<file path="config.mk">
export PLATFORM = sky130hd
export DESIGN_NAME = lockstep_checksum_matcher_top
export DESIGN_NICKNAME = d
export VERILOG_FILES = /design/src/hdl/lcm_pkg.sv /design/src/hdl/lcm_side_store.sv /design/src/hdl/lcm_match.sv /design/src/hdl/lockstep_checksum_matcher_top.sv
export SDC_FILE = /design/constraint.sdc
export NUM_CORES = 2
export LEC_CHECK = 0
export BUFFER_PORTS_ARGS = -buffer_cell sky130_fd_sc_hd__buf_4
export CORE_ASPECT_RATIO = 0.8
export CORE_MARGIN = 5
export CORE_UTILIZATION = 40
export CTS_CLUSTER_SIZE = 40
export DETAILED_ROUTE_END_ITERATION = 6
export SYNTH_ARGS = -nofsm -noshare
export SYNTH_HDL_FRONTEND = slang
export SYNTH_SLANG_ARGS = --single-unit
export TNS_END_PERCENT = 5
</file>
<file path="constraint.sdc">
create_clock -name clk -period 14.64 [get_ports clk]
set_clock_uncertainty 0.15 [all_clocks]
set_input_delay 1.464 -clock clk [delete_from_list [all_inputs] [get_ports clk]]
set_output_delay 1.464 -clock clk [all_outputs]
set_load 0.02 [all_outputs]
</file>
<file path="src/hdl/lcm_pkg.sv">
// ----------------------------------------------------------------------------
// lcm_pkg: shared types and constants of the lockstep checksum matcher
// Slot depth, slot index type, and the per-side store control bundle.
// ----------------------------------------------------------------------------
`default_nettype none

package lcm_pkg;

  // Slots per side; a power of two, so the slot is the low tick bits
  localparam int unsigned DEPTH  = 16;
  localparam int unsigned SLOT_W = $clog2(DEPTH);

  localparam int unsigned TICK_W = 32;
  localparam int unsigned SUM_W  = 32;

  typedef logic [SLOT_W-1:0] slot_t;
  typedef logic [TICK_W-1:0] tick_t;
  typedef logic [SUM_W-1:0]  sum_t;

  // Source side of a checksum
  typedef enum logic {
    SIDE_LOCAL  = 1'b0,
    SIDE_REMOTE = 1'b1
  } side_t;

  // Update request to one side's store
  typedef struct packed {
    logic  wr;    // write tick and value, mark present
    logic  clr;   // clear present mark (wins over wr)
    slot_t idx;
  } store_ctrl_t;

  // Contents of one slot as seen at the current index
  typedef struct packed {
    logic  present;
    tick_t tick;
    sum_t  value;
  } slot_rd_t;

endpackage

`default_nettype wire

</file>
<file path="src/hdl/lcm_side_store.sv">
// ----------------------------------------------------------------------------
// lcm_side_store: checksum slots of one side
// Register-held tick and value per slot, present marks cleared by reset.
// ----------------------------------------------------------------------------
`default_nettype none

module lcm_side_store (
  input  wire                  clk,
  input  wire                  rst,
  input  lcm_pkg::store_ctrl_t ctrl,
  input  lcm_pkg::slot_t       rd_idx,
  input  lcm_pkg::tick_t       wr_tick,
  input  lcm_pkg::sum_t        wr_value,
  output lcm_pkg::slot_rd_t    rd
);

  lcm_pkg::tick_t            tick_mem  [lcm_pkg::DEPTH];
  lcm_pkg::sum_t             value_mem [lcm_pkg::DEPTH];
  logic [lcm_pkg::DEPTH-1:0] present;

  // Write tick and value of the addressed slot
  always_ff @(posedge clk) begin
    if (ctrl.wr) begin
      tick_mem[ctrl.idx]  <= wr_tick;
      value_mem[ctrl.idx] <= wr_value;
    end
  end

  // Set or drop the present mark; a clear wins
  always_ff @(posedge clk) begin
    if (rst) begin
      present <= '0;
    end else if (ctrl.clr) begin
      present[ctrl.idx] <= 1'b0;
    end else if (ctrl.wr) begin
      present[ctrl.idx] <= 1'b1;
    end
  end

  // Read the slot under the current item
  always_comb begin
    rd.present = present[rd_idx];
    rd.tick    = tick_mem[rd_idx];
    rd.value   = value_mem[rd_idx];
  end

endmodule

`default_nettype wire

</file>
<file path="src/hdl/lcm_match.sv">
// ----------------------------------------------------------------------------
// lcm_match: compare stage and result register
// Checks the other side's slot, drives store updates, holds the sticky flag.
// ----------------------------------------------------------------------------
`default_nettype none

module lcm_match (
  input  wire                   clk,
  input  wire                   rst,
  input  wire                   item_valid,
  input  lcm_pkg::side_t        side,
  input  lcm_pkg::tick_t        tick,
  input  lcm_pkg::sum_t         checksum,
  input  lcm_pkg::slot_rd_t     local_rd,
  input  lcm_pkg::slot_rd_t     remote_rd,
  output lcm_pkg::store_ctrl_t  local_ctrl,
  output lcm_pkg::store_ctrl_t  remote_ctrl,
  output logic                  advance,
  output logic                  out_valid,
  input  wire                   out_ready,
  output logic                  compared,
  output logic                  mismatch,
  output logic                  out_of_sync
);

  lcm_pkg::slot_rd_t other;
  lcm_pkg::slot_t    idx;
  logic              hit;
  logic              diff;
  logic              desync;

  assign idx     = tick[lcm_pkg::SLOT_W-1:0];
  assign advance = item_valid && (!out_valid || out_ready);

  // Pick the opposite side and check for a same-tick pair
  always_comb begin
    unique case (side)
      lcm_pkg::SIDE_LOCAL:  other = remote_rd;
      lcm_pkg::SIDE_REMOTE: other = local_rd;
      default:              other = remote_rd;
    endcase
    hit  = other.present && (other.tick == tick);
    diff = other.value != checksum;
  end

  // Write this side's slot; clear both marks after a comparison
  always_comb begin
    local_ctrl.idx  = idx;
    remote_ctrl.idx = idx;
    local_ctrl.wr   = advance && (side == lcm_pkg::SIDE_LOCAL);
    remote_ctrl.wr  = advance && (side == lcm_pkg::SIDE_REMOTE);
    local_ctrl.clr  = advance && hit;
    remote_ctrl.clr = advance && hit;
  end

  // Hold the sticky out-of-sync state
  always_ff @(posedge clk) begin
    if (rst) begin
      desync <= 1'b0;
    end else if (advance && hit && diff) begin
      desync <= 1'b1;
    end
  end

  // Result valid: load on advance, drop on transfer
  always_ff @(posedge clk) begin
    if (rst) begin
      out_valid <= 1'b0;
    end else if (advance) begin
      out_valid <= 1'b1;
    end else if (out_ready) begin
      out_valid <= 1'b0;
    end
  end

  // Result payload
  always_ff @(posedge clk) begin
    if (rst) begin
      compared    <= 1'b0;
      mismatch    <= 1'b0;
      out_of_sync <= 1'b0;
    end else if (advance) begin
      compared    <= hit;
      mismatch    <= hit && diff;
      out_of_sync <= desync || (hit && diff);
    end
  end

endmodule

`default_nettype wire

</file>
<file path="src/hdl/lockstep_checksum_matcher_top.sv">
// ----------------------------------------------------------------------------
// lockstep_checksum_matcher_top: match lockstep peer checksums by tick
// Stores local and remote checksums by tick slot, compares same-tick pairs.
// ----------------------------------------------------------------------------
//  channel | handshake            | payload
//  --------+----------------------+----------------------------------
//  in      | in_valid / in_ready  | op, tick, checksum
//  out     | out_valid / out_ready| compared, mismatch, out_of_sync
//
//  One item per cycle sustained while out_ready is high; the result passes
//  through the input register and then the result register.
//  The input register feeds one slot read, compare and write into the
//  register-held slots, so each item sees all earlier updates.
//  Reset clears the present marks, the sticky flag and both valid bits.
//  A stalled output holds the result; one more item waits in the input
//  register before in_ready drops.
// ----------------------------------------------------------------------------
`default_nettype none

module lockstep_checksum_matcher_top (
  input  wire                       clk,
  input  wire                       rst,
  input  wire                       in_valid,
  output logic                      in_ready,
  input  wire                       op,
  input  wire [lcm_pkg::TICK_W-1:0] tick,
  input  wire [lcm_pkg::SUM_W-1:0]  checksum,
  output logic                      out_valid,
  input  wire                       out_ready,
  output logic                      compared,
  output logic                      mismatch,
  output logic                      out_of_sync
);

  logic                 in_q_valid;
  lcm_pkg::side_t       side_q;
  lcm_pkg::tick_t       tick_q;
  lcm_pkg::sum_t        checksum_q;
  logic                 advance;
  lcm_pkg::store_ctrl_t local_ctrl;
  lcm_pkg::store_ctrl_t remote_ctrl;
  lcm_pkg::slot_rd_t    local_rd;
  lcm_pkg::slot_rd_t    remote_rd;

  assign in_ready = !in_q_valid || advance;

  // Input register valid
  always_ff @(posedge clk) begin
    if (rst) begin
      in_q_valid <= 1'b0;
    end else if (in_ready) begin
      in_q_valid <= in_valid;
    end
  end

  // Input register payload
  always_ff @(posedge clk) begin
    if (in_valid && in_ready) begin
      side_q     <= lcm_pkg::side_t'(op);
      tick_q     <= tick;
      checksum_q <= checksum;
    end
  end

  lcm_side_store u_local (
    .clk      (clk),
    .rst      (rst),
    .ctrl     (local_ctrl),
    .rd_idx   (tick_q[lcm_pkg::SLOT_W-1:0]),
    .wr_tick  (tick_q),
    .wr_value (checksum_q),
    .rd       (local_rd)
  );

  lcm_side_store u_remote (
    .clk      (clk),
    .rst      (rst),
    .ctrl     (remote_ctrl),
    .rd_idx   (tick_q[lcm_pkg::SLOT_W-1:0]),
    .wr_tick  (tick_q),
    .wr_value (checksum_q),
    .rd       (remote_rd)
  );

  lcm_match u_match (
    .clk         (clk),
    .rst         (rst),
    .item_valid  (in_q_valid),
    .side        (side_q),
    .tick        (tick_q),
    .checksum    (checksum_q),
    .local_rd    (local_rd),
    .remote_rd   (remote_rd),
    .local_ctrl  (local_ctrl),
    .remote_ctrl (remote_ctrl),
    .advance     (advance),
    .out_valid   (out_valid),
    .out_ready   (out_ready),
    .compared    (compared),
    .mismatch    (mismatch),
    .out_of_sync (out_of_sync)
  );

  // A mismatch only comes from a comparison and always sets the flag
  a_mismatch_compared: assert property (@(posedge clk) disable iff (rst)
    out_valid && mismatch |-> compared && out_of_sync)
    else $error("mismatch without comparison or flag");

  // The out-of-sync flag never falls outside reset
  a_flag_sticky: assert property (@(posedge clk) disable iff (rst)
    out_of_sync |=> out_of_sync)
    else $error("out_of_sync dropped");

  // A held input item stays until it moves to the result stage
  a_input_held: assert property (@(posedge clk) disable iff (rst)
    in_q_valid && !advance |=> in_q_valid && $stable(tick_q))
    else $error("input item lost while stalled");

  // Both sides never update the same slot contents in one cycle
  a_one_writer: assert property (@(posedge clk) disable iff (rst)
    !(local_ctrl.wr && remote_ctrl.wr))
    else $error("both stores written by one item");

endmodule

`default_nettype wire

</file>
==> metrics.md <==
| Metric | Value |
|---|---|
| Status | complete, no violations |
| Arrival time worst endpoint | 7.63 ns |
| CP Buf/Inv Count | 2 |
| # port buffers | 73 |
| Die Y | 417.1 um |
| Num CTS Buffers | 199 |
| FILL cells | about 17000 |
| HP Class | flop to flop |
| CP Data Required Time | 15.19 ns |
| Met2 WL | ~100 mm |
| Pins Over Slew Limit | 0 |
| Fraction of registers with async set/reset | 0 |
| Crit path max fanout | 41 |
| # nets final | around 4100 |
| Register area | ~64000 um^2 |
| Top cell type's share of synthesized area | 0.7656 |
| Die X | roughly 520 um |
| Initial antenna violation count | 7 |
| Power share of the combinational group | 0.068 |
| Post-Layout Cell Count | 6905 |
| Area grow syn2layout | 12.99% |
| Final Util | 0.4542 |
| Number of synthesized flops with an enable pin | 2113 |
| Per-instance average area after synthesis | 21.89 um^2 |
| Leak | slightly below 30 nW |
| CTS tree | done |
| Syn nets | 3855 |
| Largest net degree at the start of global routing | between 90 and 100 |
| Total core area | 206200 um^2 |
| 1st-iter DRT viols | 5467 |
| Total grt overflow | 0 |
| Sw Share | 0.2201 |
| Slew margin rel. | 0.1502 |
| Global-route wire length before repair | 315.0 mm |
| Root buffer cell | clkbuf_16 |
| Clock Path Buffers | 3 |
| Die footprint | between 200000 and 250000 um^2 |
| Synth Instances | 3786 |
| Placed insts | 6546 |
| H-tree depth | 4 |
| Metal3 WL | 22.00 mm |
| Largest stage delay, worst path | 0.96 ns |
| CP Cell Sequence | buf_4 > buf_4 > mux4_2 > o22ai_1 > nor4_1 > xnor2_1 > o2111ai_1 > nor4_1 > nand4_1 > a2111o_1 > o221a_1 |
| Fin crit period | 7.082 ns |
| Slowest CP cell | nor4_1 |
| Critical path endpoint category | flop |
| I/O pin count | 74 |
| DR top layer | met4 |
| Total negative slack | 0 ns |
| Most common cell in the netlist | edfxtp_1 |
| Synthesized cell area | 82880 um^2 |
| Synth cell types | 71 |
| Clk sinks | around 2200 |
| Synth area leaders | edfxtp_1, mux4_2, mux2i_1 |
| Multi-input gate area | 17650 um^2 |
| Seq/Total Area, Yosys | 0.7758 |
| Worst skew pair latency | about 0.82 ns |
| DP HPWL | around 120 mm |
| Largest area contributor in the netlist | edfxtp_1 |
| Post-synth top flop | edfxtp_1 |
| Unrepaired setup endpoints after global routing | no |
| Internal power | roughly 10 mW |
| Clk pwr share | 0.401 |
| Antenna Nets Post-Route | 0 |
| Pre-CTS setup slack | approximately 7.6 ns |
| Max Cap Viol | 0 |
| Via density | 5.909 |
| Final Hold Fails | 0 |
| Post-CTS Setup Inserts | 0 |
| Vias | 40800 |
| Number of global-route vias before repair | between 40000 and 50000 |
| GP Congestion | 0.7644 |
| Post-route setup slack | 7.558 ns |
| Drt total wl | 225.0 mm |
| Drt wl/cell | about 33 um |
| CP Class | flop to flop |
| Final Cycle Share | 0.4838 |
| M1 wire length | 93.79 mm |
| Pre-antenna DRT Iters | 6 |
| # hold bufs at CTS | 0 |
| Family with the most delay on the worst path | compound AO/OA/AOI/OAI gates |
| Synthesis-stage register bit count | about 2200 |
| Critical Path Start Type | flop |
| Synth warn | 0 |
| Row cnt | 149 |
| Achievable Freq | around 140 MHz |
| Layout cells sized above 1 | 0.2489 |
| Register share of total power | 0.531 |
| Commonest cells in the netlist | edfxtp_1, mux4_2, mux2i_1 |
| DR DRC count | 0 |
| Clk slew on worst S/H paths | 0.07 ns |
| GR Util All Layers | 0.2048 |
| Worst-Margin Slew | 1.267 ns |
| Switch Pwr | 2.835 mW |
| Initial core utilization | 0.4019 |
| Max rail drop VDD | 0.1350 mV |
| Post-CTS Resized | 0 |
| Pwr/cell area | 137.6 nW/um^2 |
| Setup violations, final | 0 |
-- worst register-to-register path, delay by kind of cell (launching register included) --
family,cells,cell delay [ns]
AO/OA/AOI/OAI,4,1.81
buffers and inverters,2,1.61
AND/OR/NAND/NOR,3,1.44
flip-flops,1,0.76
multiplexers,1,0.63
XOR/XNOR,1,0.55
-- final cells by class --
cell class / count / area share
multi-input combinational: 1424 / 0.1884
inverter: 10 / 0.0004543
antenna: 4 / 0.0001069
clock inverter: 119 / 0.01211
timing repair buffer: 239 / 0.01983
tap: 2718 / 0.03632
sequential: 2155 / 0.6867
clock buffer: 236 / 0.05602
-- flip-flops by register name (all words and copies together), names as in the netlist, 32 cells and up, named ones only --
signal,count
u_remote.value_mem,512
u_remote.tick_mem,512
checksum_q,32
u_local.value_mem,512
u_local.tick_mem,512
tick_q,32
-- logic make-up (layout without fill, tap and decap cells) --
logic type / Yosys count / after routing / synth area share
xor gates and xnor gates: 87 / 87 / 0.009194
AOI/OAI and AO/OA: 342 / 342 / 0.03127
muxes: 680 / 680 / 0.1508
and+or+nand+nor: 315 / 315 / 0.01858
DFF: 2155 / 2155 / 0.7758
other: 0 / 4 / 0
buffers and inverters: 207 / 604 / 0.01443
-- per-layer routing --
| metal | vias up | global-route usage |
|---|---|---|
| li1 | 16500 | - |
| met1 | 21990 | 0.2924 |
| met2 | 1988 | 0.3123 |
| met3 | 322 | 0.05405 |
| met4 | 0 | 0.05850 |
| met5 | - | 0 |
-- metrics by stage --
stage	total power [mW]	hold WS, ns	instance area [um^2]
floorplan	7.541	0.2817	82880
global placement	7.846	0.2988	87250
detailed placement	7.853	0.3030	87250
CTS	12.97	0.3239	93630
global route	13.29	0.3346	93640
finish	12.88	0.3231	93640
-- power by group through the flow --
stage                     clock network [mW]  registers [mW]  logic [mW]
after floorplan                            0            7.00       0.540
after global placement                     0            6.97       0.871
after detailed placement                   0            6.98       0.876
after CTS                               5.25            6.84       0.878
after global routing                    5.52            6.84       0.930
final                                   5.16            6.84       0.875
-- path summary, 6_finish.rpt --
path                               start                     endpoint  slack (ns)  cells past startpoint
min reg2reg  u_match.desync$_SDFFE_PP0P_  u_match.desync$_SDFFE_PP0P_        0.32                      1
min          u_match.desync$_SDFFE_PP0P_  u_match.desync$_SDFFE_PP0P_        0.32                      1
max                                 flop                         flop        7.56                     11
max reg2reg                         flop                         flop        7.56                     11
-- layout by cell type, fill, tap and decap left out, drive strengths merged, types with 33 or more instances in the layout --
cell,count
a22oi,47
dfxtp,42
xor2,45
mux4,453
clkbuf,236
o22ai,70
edfxtp,2113
a21oi,33
nand3,34
xnor2,42
nand2,82
mux2i,211
clkinv,83
buf,239
nor2,79
No activity file was read; power rests on OpenSTA's default activity.
